### config.mk
export PLATFORM = sky130hd
export DESIGN_NAME = usb_pd_protocol_tx_layer
export DESIGN_NICKNAME = d
export VERILOG_FILES = /design/src/rtl/core/updtx_pkg.sv /design/src/rtl/core/usb_pd_protocol_tx_layer.sv /design/src/rtl/core/updtx_engine.sv /design/src/rtl/core/updtx_outq.sv
export VERILOG_INCLUDE_DIRS = /design/src /design/src/rtl/core
export SDC_FILE = /design/constraint.sdc
export NUM_CORES = 1
export LEC_CHECK = 0
export BUFFER_PORTS_ARGS = -buffer_cell sky130_fd_sc_hd__buf_4
export CORE_MARGIN = 3
export CORE_UTILIZATION = 25
export DETAILED_ROUTE_END_ITERATION = 8
export PLACE_DENSITY_LB_ADDON = 0.05
export SYNTH_ARGS = -nofsm -noshare
export SYNTH_HDL_FRONTEND = slang
export SYNTH_SLANG_ARGS = --single-unit
### constraint.sdc
create_clock -name clock -period 3.7 [get_ports clock]
set_input_delay 0.74 -clock clock [delete_from_list [all_inputs] [get_ports clock]]
set_output_delay 0.74 -clock clock [all_outputs]
set_load 0.02 [all_outputs]
### src/rtl/core/usb_pd_protocol_tx_layer_assert.svh
// assertion macros for the usb pd protocol tx layer
`ifndef USB_PD_PROTOCOL_TX_LAYER_ASSERT_SVH
`define USB_PD_PROTOCOL_TX_LAYER_ASSERT_SVH

// same-cycle implication, disabled during reset
`define UPDTX_ASSERT_NOW(label, clk, rst, ante, cons, msg) \
   label: assert property (@(posedge clk) disable iff (rst) (ante) |-> (cons)) \
      else $error(msg);

// next-cycle implication, disabled during reset
`define UPDTX_ASSERT_NEXT(label, clk, rst, ante, cons, msg) \
   label: assert property (@(posedge clk) disable iff (rst) (ante) |=> (cons)) \
      else $error(msg);

`endif

### src/rtl/core/updtx_pkg.sv
// types and constants shared by the usb pd protocol tx layer
package updtx_pkg;

   // event codes
   localparam logic [2:0] OP_RESET       = 3'd0;
   localparam logic [2:0] OP_DISCARD     = 3'd1;
   localparam logic [2:0] OP_REQUEST     = 3'd2;
   localparam logic [2:0] OP_PHY_SENT    = 3'd3;
   localparam logic [2:0] OP_RETRY_FAIL  = 3'd4;
   localparam logic [2:0] OP_RP_STATUS   = 3'd5;

   // action codes
   localparam logic [2:0] ACT_RESET_PHY  = 3'd0;
   localparam logic [2:0] ACT_RESET_RX   = 3'd1;
   localparam logic [2:0] ACT_SEND       = 3'd2;
   localparam logic [2:0] ACT_TX_ERR     = 3'd3;
   localparam logic [2:0] ACT_TX_DONE    = 3'd4;

   // header message types and spec revision
   localparam logic [4:0] TYPE_GOODCRC    = 5'd1;
   localparam logic [4:0] TYPE_SOFT_RESET = 5'd13;
   localparam logic [1:0] REV_3_0         = 2'd2;
   localparam logic [1:0] REV_RESET       = 2'd1;

   // output queue geometry
   localparam int QUEUE_DEPTH = 4;
   localparam int QPTR_W      = $clog2(QUEUE_DEPTH);
   localparam int QCNT_W      = $clog2(QUEUE_DEPTH + 1);

   // one result transaction
   typedef struct packed {
      logic [2:0]  action;
      logic [15:0] header;
      logic        last;
   } result_type;

   // results produced by one event, pushed into the queue together
   typedef struct packed {
      logic [1:0] count;
      result_type first;
      result_type second;
   } push_type;

endpackage

### src/rtl/core/usb_pd_protocol_tx_layer.sv
// usb power delivery protocol layer transmit machine, top level
// path: a transaction is captured in the input register, then pushed into the output
//   queue, whose head entry drives the result port; one event per cycle is taken while
//   the queue has room for two results, and results leave one per cycle unless stalled
// reset: synchronous active high; clears phase, pending flag, message id, queue;
//   spec revision returns to 1
module usb_pd_protocol_tx_layer (
   input  logic        clock,
   input  logic        reset,
   input  logic        csr_wr_en,
   input  logic [1:0]  csr_wr_data,
   input  logic        req_valid,
   output logic        req_stall,
   input  logic [2:0]  req_op,
   input  logic [15:0] req_msg_header,
   input  logic        req_starts_ams,
   input  logic        req_sink_tx_ok,
   output logic        rsp_valid,
   input  logic        rsp_stall,
   output logic [2:0]  rsp_action,
   output logic [15:0] rsp_out_header,
   output logic        rsp_last
);
   import updtx_pkg::*;

   logic        in_valid_ff, in_valid_in;
   logic [2:0]  op_ff;
   logic [15:0] hdr_ff;
   logic        ams_ff;
   logic        tx_ok_ff;
   logic [1:0]  spec_rev_ff;
   logic        load;
   logic        process;
   logic        room;
   push_type    push;

   // input register handshake
   assign process     = in_valid_ff && room;
   assign req_stall   = in_valid_ff && !room;
   assign load        = req_valid && !req_stall;
   assign in_valid_in = load || (in_valid_ff && !process);

   always_ff @(posedge clock) begin
      if (reset) begin
         in_valid_ff <= 1'b0;
      end else begin
         in_valid_ff <= in_valid_in;
      end
   end

   always_ff @(posedge clock) begin
      if (load) begin
         op_ff    <= req_op;
         hdr_ff   <= req_msg_header;
         ams_ff   <= req_starts_ams;
         tx_ok_ff <= req_sink_tx_ok;
      end
   end

   // spec revision register
   always_ff @(posedge clock) begin
      if (reset) begin
         spec_rev_ff <= REV_RESET;
      end else if (csr_wr_en) begin
         spec_rev_ff <= csr_wr_data;
      end
   end

   updtx_engine u_engine (
      .clock         (clock),
      .reset         (reset),
      .process       (process),
      .op            (op_ff),
      .msg_header    (hdr_ff),
      .starts_ams    (ams_ff),
      .sink_tx_ok    (tx_ok_ff),
      .spec_revision (spec_rev_ff),
      .push          (push)
   );

   updtx_outq u_outq (
      .clock          (clock),
      .reset          (reset),
      .push           (push),
      .room           (room),
      .rsp_valid      (rsp_valid),
      .rsp_stall      (rsp_stall),
      .rsp_action     (rsp_action),
      .rsp_out_header (rsp_out_header),
      .rsp_last       (rsp_last)
   );

   // checks
   `include "usb_pd_protocol_tx_layer_assert.svh"

   `UPDTX_ASSERT_NOW(a_push_only_on_process, clock, reset, push.count != 2'd0, process, "results pushed without an event in process")
   `UPDTX_ASSERT_NOW(a_pair_marks_last, clock, reset, push.count == 2'd2, !push.first.last && push.second.last, "last flag misplaced in a result pair")
   `UPDTX_ASSERT_NEXT(a_pair_stays_together, clock, reset, rsp_valid && !rsp_last, rsp_valid, "second result of an event missing")

endmodule

### src/rtl/core/updtx_engine.sv
// transmit state and per-event decode producing up to two results
module updtx_engine (
   input  logic                 clock,
   input  logic                 reset,
   input  logic                 process,
   input  logic [2:0]           op,
   input  logic [15:0]          msg_header,
   input  logic                 starts_ams,
   input  logic                 sink_tx_ok,
   input  logic [1:0]           spec_revision,
   output updtx_pkg::push_type  push
);
   import updtx_pkg::*;

   // wait phases
   localparam logic [1:0] PH_IDLE     = 2'd0;
   localparam logic [1:0] PH_WAIT_RP  = 2'd1;
   localparam logic [1:0] PH_WAIT_PHY = 2'd2;

   logic [1:0]  phase_ff, phase_in;
   logic        pending_ff, pending_in;
   logic [15:0] pend_hdr_ff, pend_hdr_in;
   logic [2:0]  msg_id_ff, msg_id_in;

   logic        idle;
   logic        soft_rst_msg;
   logic        good_crc;
   logic [2:0]  id_eff;
   logic [15:0] stamped;
   logic [1:0]  count;
   logic [2:0]  act0, act1;
   logic [15:0] hdr0, hdr1;

   // header decode
   assign idle         = !(phase_ff inside {PH_WAIT_RP, PH_WAIT_PHY});
   assign soft_rst_msg = (msg_header[4:0] == TYPE_SOFT_RESET) && (msg_header[14:12] == 3'd0);
   assign good_crc     = (msg_header[4:0] == TYPE_GOODCRC) && (msg_header[14:12] == 3'd0)
                         && (msg_header[11:9] == msg_id_ff);
   assign id_eff       = soft_rst_msg ? 3'd0 : msg_id_ff;
   assign stamped      = {msg_header[15:12], id_eff, msg_header[8:0]};

   // event decode and next state
   always_comb begin
      phase_in    = phase_ff;
      pending_in  = pending_ff;
      pend_hdr_in = pend_hdr_ff;
      msg_id_in   = msg_id_ff;
      count       = 2'd0;
      act0        = ACT_RESET_PHY;
      act1        = ACT_RESET_PHY;
      hdr0        = 16'd0;
      hdr1        = 16'd0;
      case (op)
         OP_RESET, OP_DISCARD: begin
            if (op == OP_DISCARD && pending_ff) begin
               msg_id_in = msg_id_ff + 3'd1;
            end
            act0       = ACT_RESET_PHY;
            act1       = ACT_TX_ERR;
            count      = pending_ff ? 2'd2 : 2'd1;
            pending_in = 1'b0;
            phase_in   = PH_IDLE;
         end
         OP_REQUEST: begin
            if (idle) begin
               pending_in  = 1'b1;
               msg_id_in   = id_eff;
               pend_hdr_in = stamped;
               if (spec_revision == REV_3_0 && starts_ams) begin
                  phase_in = PH_WAIT_RP;
                  act0     = ACT_RESET_RX;
                  count    = soft_rst_msg ? 2'd1 : 2'd0;
               end else begin
                  phase_in = PH_WAIT_PHY;
                  if (soft_rst_msg) begin
                     act0  = ACT_RESET_RX;
                     act1  = ACT_SEND;
                     hdr1  = stamped;
                     count = 2'd2;
                  end else begin
                     act0  = ACT_SEND;
                     hdr0  = stamped;
                     count = 2'd1;
                  end
               end
            end
         end
         OP_PHY_SENT, OP_RETRY_FAIL: begin
            if (phase_ff == PH_WAIT_PHY) begin
               msg_id_in  = msg_id_ff + 3'd1;
               pending_in = 1'b0;
               phase_in   = PH_IDLE;
               act0       = (op == OP_PHY_SENT && good_crc) ? ACT_TX_DONE : ACT_TX_ERR;
               count      = 2'd1;
            end
         end
         OP_RP_STATUS: begin
            if (phase_ff == PH_WAIT_RP && sink_tx_ok) begin
               phase_in = PH_WAIT_PHY;
               act0     = ACT_SEND;
               hdr0     = pend_hdr_ff;
               count    = 2'd1;
            end
         end
         default: begin
            count = 2'd0;
         end
      endcase
   end

   // results handed to the output queue
   always_comb begin
      push.count         = process ? count : 2'd0;
      push.first.action  = act0;
      push.first.header  = hdr0;
      push.first.last    = (count == 2'd1);
      push.second.action = act1;
      push.second.header = hdr1;
      push.second.last   = 1'b1;
   end

   // control state
   always_ff @(posedge clock) begin
      if (reset) begin
         phase_ff   <= PH_IDLE;
         pending_ff <= 1'b0;
         msg_id_ff  <= 3'd0;
      end else if (process) begin
         phase_ff   <= phase_in;
         pending_ff <= pending_in;
         msg_id_ff  <= msg_id_in;
      end
   end

   // pending header, read only after written
   always_ff @(posedge clock) begin
      if (process) begin
         pend_hdr_ff <= pend_hdr_in;
      end
   end

endmodule

### src/rtl/core/updtx_outq.sv
// small result queue taking up to two results per cycle while it has room, one out per cycle unless stalled
module updtx_outq (
   input  logic                 clock,
   input  logic                 reset,
   input  updtx_pkg::push_type  push,
   output logic                 room,
   output logic                 rsp_valid,
   input  logic                 rsp_stall,
   output logic [2:0]           rsp_action,
   output logic [15:0]          rsp_out_header,
   output logic                 rsp_last
);
   import updtx_pkg::*;

   result_type          entry_ff [QUEUE_DEPTH];
   logic [QPTR_W-1:0]   wr_ptr_ff, wr_ptr_in;
   logic [QPTR_W-1:0]   rd_ptr_ff, rd_ptr_in;
   logic [QCNT_W-1:0]   count_ff, count_in;
   logic [QPTR_W-1:0]   wr_ptr_next;
   logic                pop;

   // handshake and space for a two-result push
   assign rsp_valid   = (count_ff != '0);
   assign pop         = rsp_valid && !rsp_stall;
   assign room        = (count_ff <= QCNT_W'(QUEUE_DEPTH - 2));
   assign wr_ptr_next = wr_ptr_ff + QPTR_W'(1);

   // head entry drives the result transaction
   assign rsp_action     = entry_ff[rd_ptr_ff].action;
   assign rsp_out_header = entry_ff[rd_ptr_ff].header;
   assign rsp_last       = entry_ff[rd_ptr_ff].last;

   // pointer and count update
   always_comb begin
      wr_ptr_in = wr_ptr_ff + QPTR_W'(push.count);
      rd_ptr_in = pop ? rd_ptr_ff + QPTR_W'(1) : rd_ptr_ff;
      count_in  = count_ff + QCNT_W'(push.count) - QCNT_W'(pop);
   end

   always_ff @(posedge clock) begin
      if (reset) begin
         wr_ptr_ff <= '0;
         rd_ptr_ff <= '0;
         count_ff  <= '0;
      end else begin
         wr_ptr_ff <= wr_ptr_in;
         rd_ptr_ff <= rd_ptr_in;
         count_ff  <= count_in;
      end
   end

   // entry storage
   always_ff @(posedge clock) begin
      if (push.count != 2'd0) begin
         entry_ff[wr_ptr_ff] <= push.first;
      end
      if (push.count == 2'd2) begin
         entry_ff[wr_ptr_next] <= push.second;
      end
   end

endmodule
==> impl_metrics.csv <==
group,metric,value,unit
synthesis,ys_seq_area_share,61.8,%
global_routing,grt_use_total,12.8,%
timing,drv_slew,0,
worst_setup_path,cp.required,3860,ps
timing,finalWorstSetupSlack,372,ps
timing,max_slew_margin,46.1,%
synthesis,netlist.top_cell.by_area,"edfxtp_1",
finish,areaGrowthSynthToFinish,23.4,%
synthesis,synth_top_family_by_area,"simple AND/OR/NAND/NOR gates",
synthesis,syn_avg_cell_area,13.4,um2
floorplanning,start_util,25.8,%
global_routing,use_met3,3.00,%
floorplanning,rows,56,
worst_setup_path,arrival,3490,ps
worst_setup_path,crit_path_start_kind,"flop",
timing,hold_ws,452,ps
worst_setup_path,cp-end-kind,"flop",
clock_tree,cts.sinks,135,
synthesis,ys_types,59,
clock_tree,clockBufferDepth,2,
pwr,power_frac_comb,19.4,%
synthesis,yosys.area_share.simple,12.3,%
clock_tree,cts_root_buf,"clkbuf_16",
pwr,netSwitchingFraction,27.2,%
synthesis,syn_inst,460,
pwr,clockPowerShare,38.6,%
floorplanning,die_w,163,um
pwr,vdd.ir_drop.worst,0.247,mV
synthesis,ys_warn_count,0,
pwr,powerDensity,559,nW/um2
clock_tree,cts_setup_buffers,0,
floorplanning,ios,50,
global_routing,overflow,0,
placement,dp_slack,377,ps
clock_tree,cts_hold_buf,0,
placement,dp_cells,825,
drt,vias,4038,
worst_setup_path,critical-path-top-delay-family,"simple AND/OR/NAND/NOR gates",
synthesis,yosys-top-cells-area,"edfxtp_1 53%, dfxtp_1 8.5%, mux4_2 7.3%",
worst_setup_path,crit_chain,"or4b_1, or4_4, ha_1, o21a_1, o211ai_1, buf_4, nor2_1, a22o_1",
synthesis,ys.flop_type,"edfxtp_1",
clock_tree,cts_resized,0,
run,maxCapViolCount,0,
global_routing,grtUsageMet2,19.8,%
global_routing,grt_pass1_wl,25200,um
timing,max_freq,300,MHz
timing,setup-violations-final,0,
floorplanning,coreArea,23800,um2
synthesis,synth_area,6140,um2
clock_tree,cts_tree,"done",
floorplanning,die_h,163,um
pwr,power_frac_seq,42.0,%
finish,instances_no_fill,857,
synthesis,yosysTopAreaCellShare,53.3,%
finish,utilization,31.8,%
floorplanning,die_area,26500,um2
timing,setup_tns,0,ps
pwr,p_switching,1150,uW
timing,fin_skew,13.9,ps
worst_setup_path,path_class,"flop to flop",
drt,drt_iter0_drc,234,
drt,drt-wirelength-per-cell,18.9,um
worst_setup_path,critPathMaxFanout,6,
global_routing,met1_usage,17.6,%
drt,routed_wl,16200,um
finish,final-seq-area,3790,um2
placement,gp_congestion,0.776,
global_routing,antenna_found_initial,0,
synthesis,synth.area.mux_share,7.84,%
finish,nets,567,
finish,drive_gt1_share,24.7,%
drt,firstDrtPassIters,5,
timing,worst_pin_slew,802,ps
synthesis,synth_fa_ha_area_share,2.97,%
worst_setup_path,max_stage_delay,600,ps
worst_hold_path,min-delay-path-class,"flop to flop",
global_routing,grt_max_degree,23,
placement,io_buffers,49,
synthesis,synth_xor_xnor_area_share,1.14,%
worst_setup_path,crit_buf_inv,1,
drt,antenna_left,0,
finish,nFillCells,2413,
timing,rsz0062_at_grt,"no",
pwr,p_leak,0.00268,uW
timing,finalCritPeriodShare,89.9,%
finish,multiInputGateArea,2190,um2
worst_setup_path,crit_slowest_cell,"or4b_1",
synthesis,ys_seq_elements,135,
pwr,p_int,3080,uW
clock_tree,clk_pin_slew,60,ps
synthesis,synth_edf_count,109,
clock_tree,clock_latency,420,ps
outcome,status,"complete, no violations",
synthesis,async_reset_ff_share,0,%
clock_tree,cts_buffers,17,
placement,place_hpwl,11500,um
drt,via_per_inst,4.71,
synthesis,synthesis.nets,502,
drt,drc,0,
clock_tree,h-tree-depth,4,
finish,num_antenna_cells,0,
synthesis,synth-compound-area-share,11.1,%
synthesis,yosysMostFrequentCell,"edfxtp_1",
global_routing,top_usage_layer,"met2",
global_routing,grt_pass1_vias,4126,
timing,hold_viol_final,0,
timing,period_minus_slack,3330,ps
synthesis,netlist_top_cells_count,"109 x edfxtp_1, 52 x nor2_1, 27 x o22ai_1",
cells by family after synthesis:
kind of cell	Yosys count
simple gates	140
fa+ha+maj	14
compound gates	95
flops	135
xor+xnor	8
buf+inv	45
mux	23
power by group through the flow:
stage	logic, uW	clock network (uW)	registers [uW]
final	822	1630	1780
after global routing	906	1760	1790
after CTS	844	1690	1780
after detailed placement	843	0	1810
after global placement	842	0	1810
after floorplan	552	0	1790
flip-flops by register name, summed over array words and instances (netlist names), 3 cells and up, named ones only:
name                  count
op_ff                     3
hdr_ff                   16
u_engine.pend_hdr_ff     16
u_engine.msg_id_ff        3
u_outq.entry_ff          80
u_outq.count_ff           3
worst register-to-register path: cells and delay by family (launching register included):
family / cells / cell delay, ps
AO/OA/AOI/OAI: 3 / 910
adder cells (fa/ha/maj): 1 / 360
AND/OR/NAND/NOR: 3 / 1170
buffers and inverters: 1 / 230
flip-flops: 1 / 400
placed cells by master (no fill, tap or decap), types with 3 or more instances in the layout:
cell        netlist  layout
a2bb2oi_1         4       4
or4b_2            3       3
mux4_2           20      20
ha_1             13      13
buf_4             0      66
nand2b_1          6       6
a22o_1            5       5
nor2_1           52      52
nand4_1           3       3
and3_1            4       4
or4_1             4       4
clkinvlp_4        0       4
nand2_1          12      12
a22oi_1          14      14
a2bb2o_1          3       3
dfxtp_1          26      26
and2_1            5       5
edfxtp_1        109     109
nor3_1            6       6
a31oi_1           3       3
a21oi_1           6       6
clkbuf_8          0       3
xor2_1            6       6
o22ai_2           0       3
or4_4             3       3
clkbuf_16         0      17
nor2b_1          10       9
o22ai_1          27      24
nand3_1          13      13
inv_1            23      23
or3_1             4       4
o21ai_0          15      15
through the flow:
step,instance area [um2],power (uW)
final,7580,4230
after global routing,7580,4460
after CTS,7580,4310
after detailed placement,7010,2650
after global placement,7010,2650
after floorplan,6140,2340
final timing paths:
kind                                 from                 endpoint  slack (ps)  depth (start not counted)
worst max register to register  hdr_ff[4]   u_outq.entry_ff[3][17]         370                          8
worst max-delay path            hdr_ff[4]   u_outq.entry_ff[3][17]         370                          8
worst min register to register  hdr_ff[5]  u_engine.pend_hdr_ff[5]         450                          0
worst min-delay path            hdr_ff[5]  u_engine.pend_hdr_ff[5]         450                          0
layout make-up:
cell class	count	area share, %
flip-flops and latches	135	50.1
repair buffers	68	7.07
clock inverters	10	1.27
inverters	23	1.14
well taps	319	5.27
clock buffers	22	6.26
multi-input cells	280	28.9
per-layer routing:
layer / share of wire [%] / up-vias
li1: - / 1921
met1: 49 / 2023
met2: 47 / 80
met3: 3.3 / 14
met4: 1.4 / 0
met5: 0 / -
No activity file was read; power rests on OpenSTA's default activity.
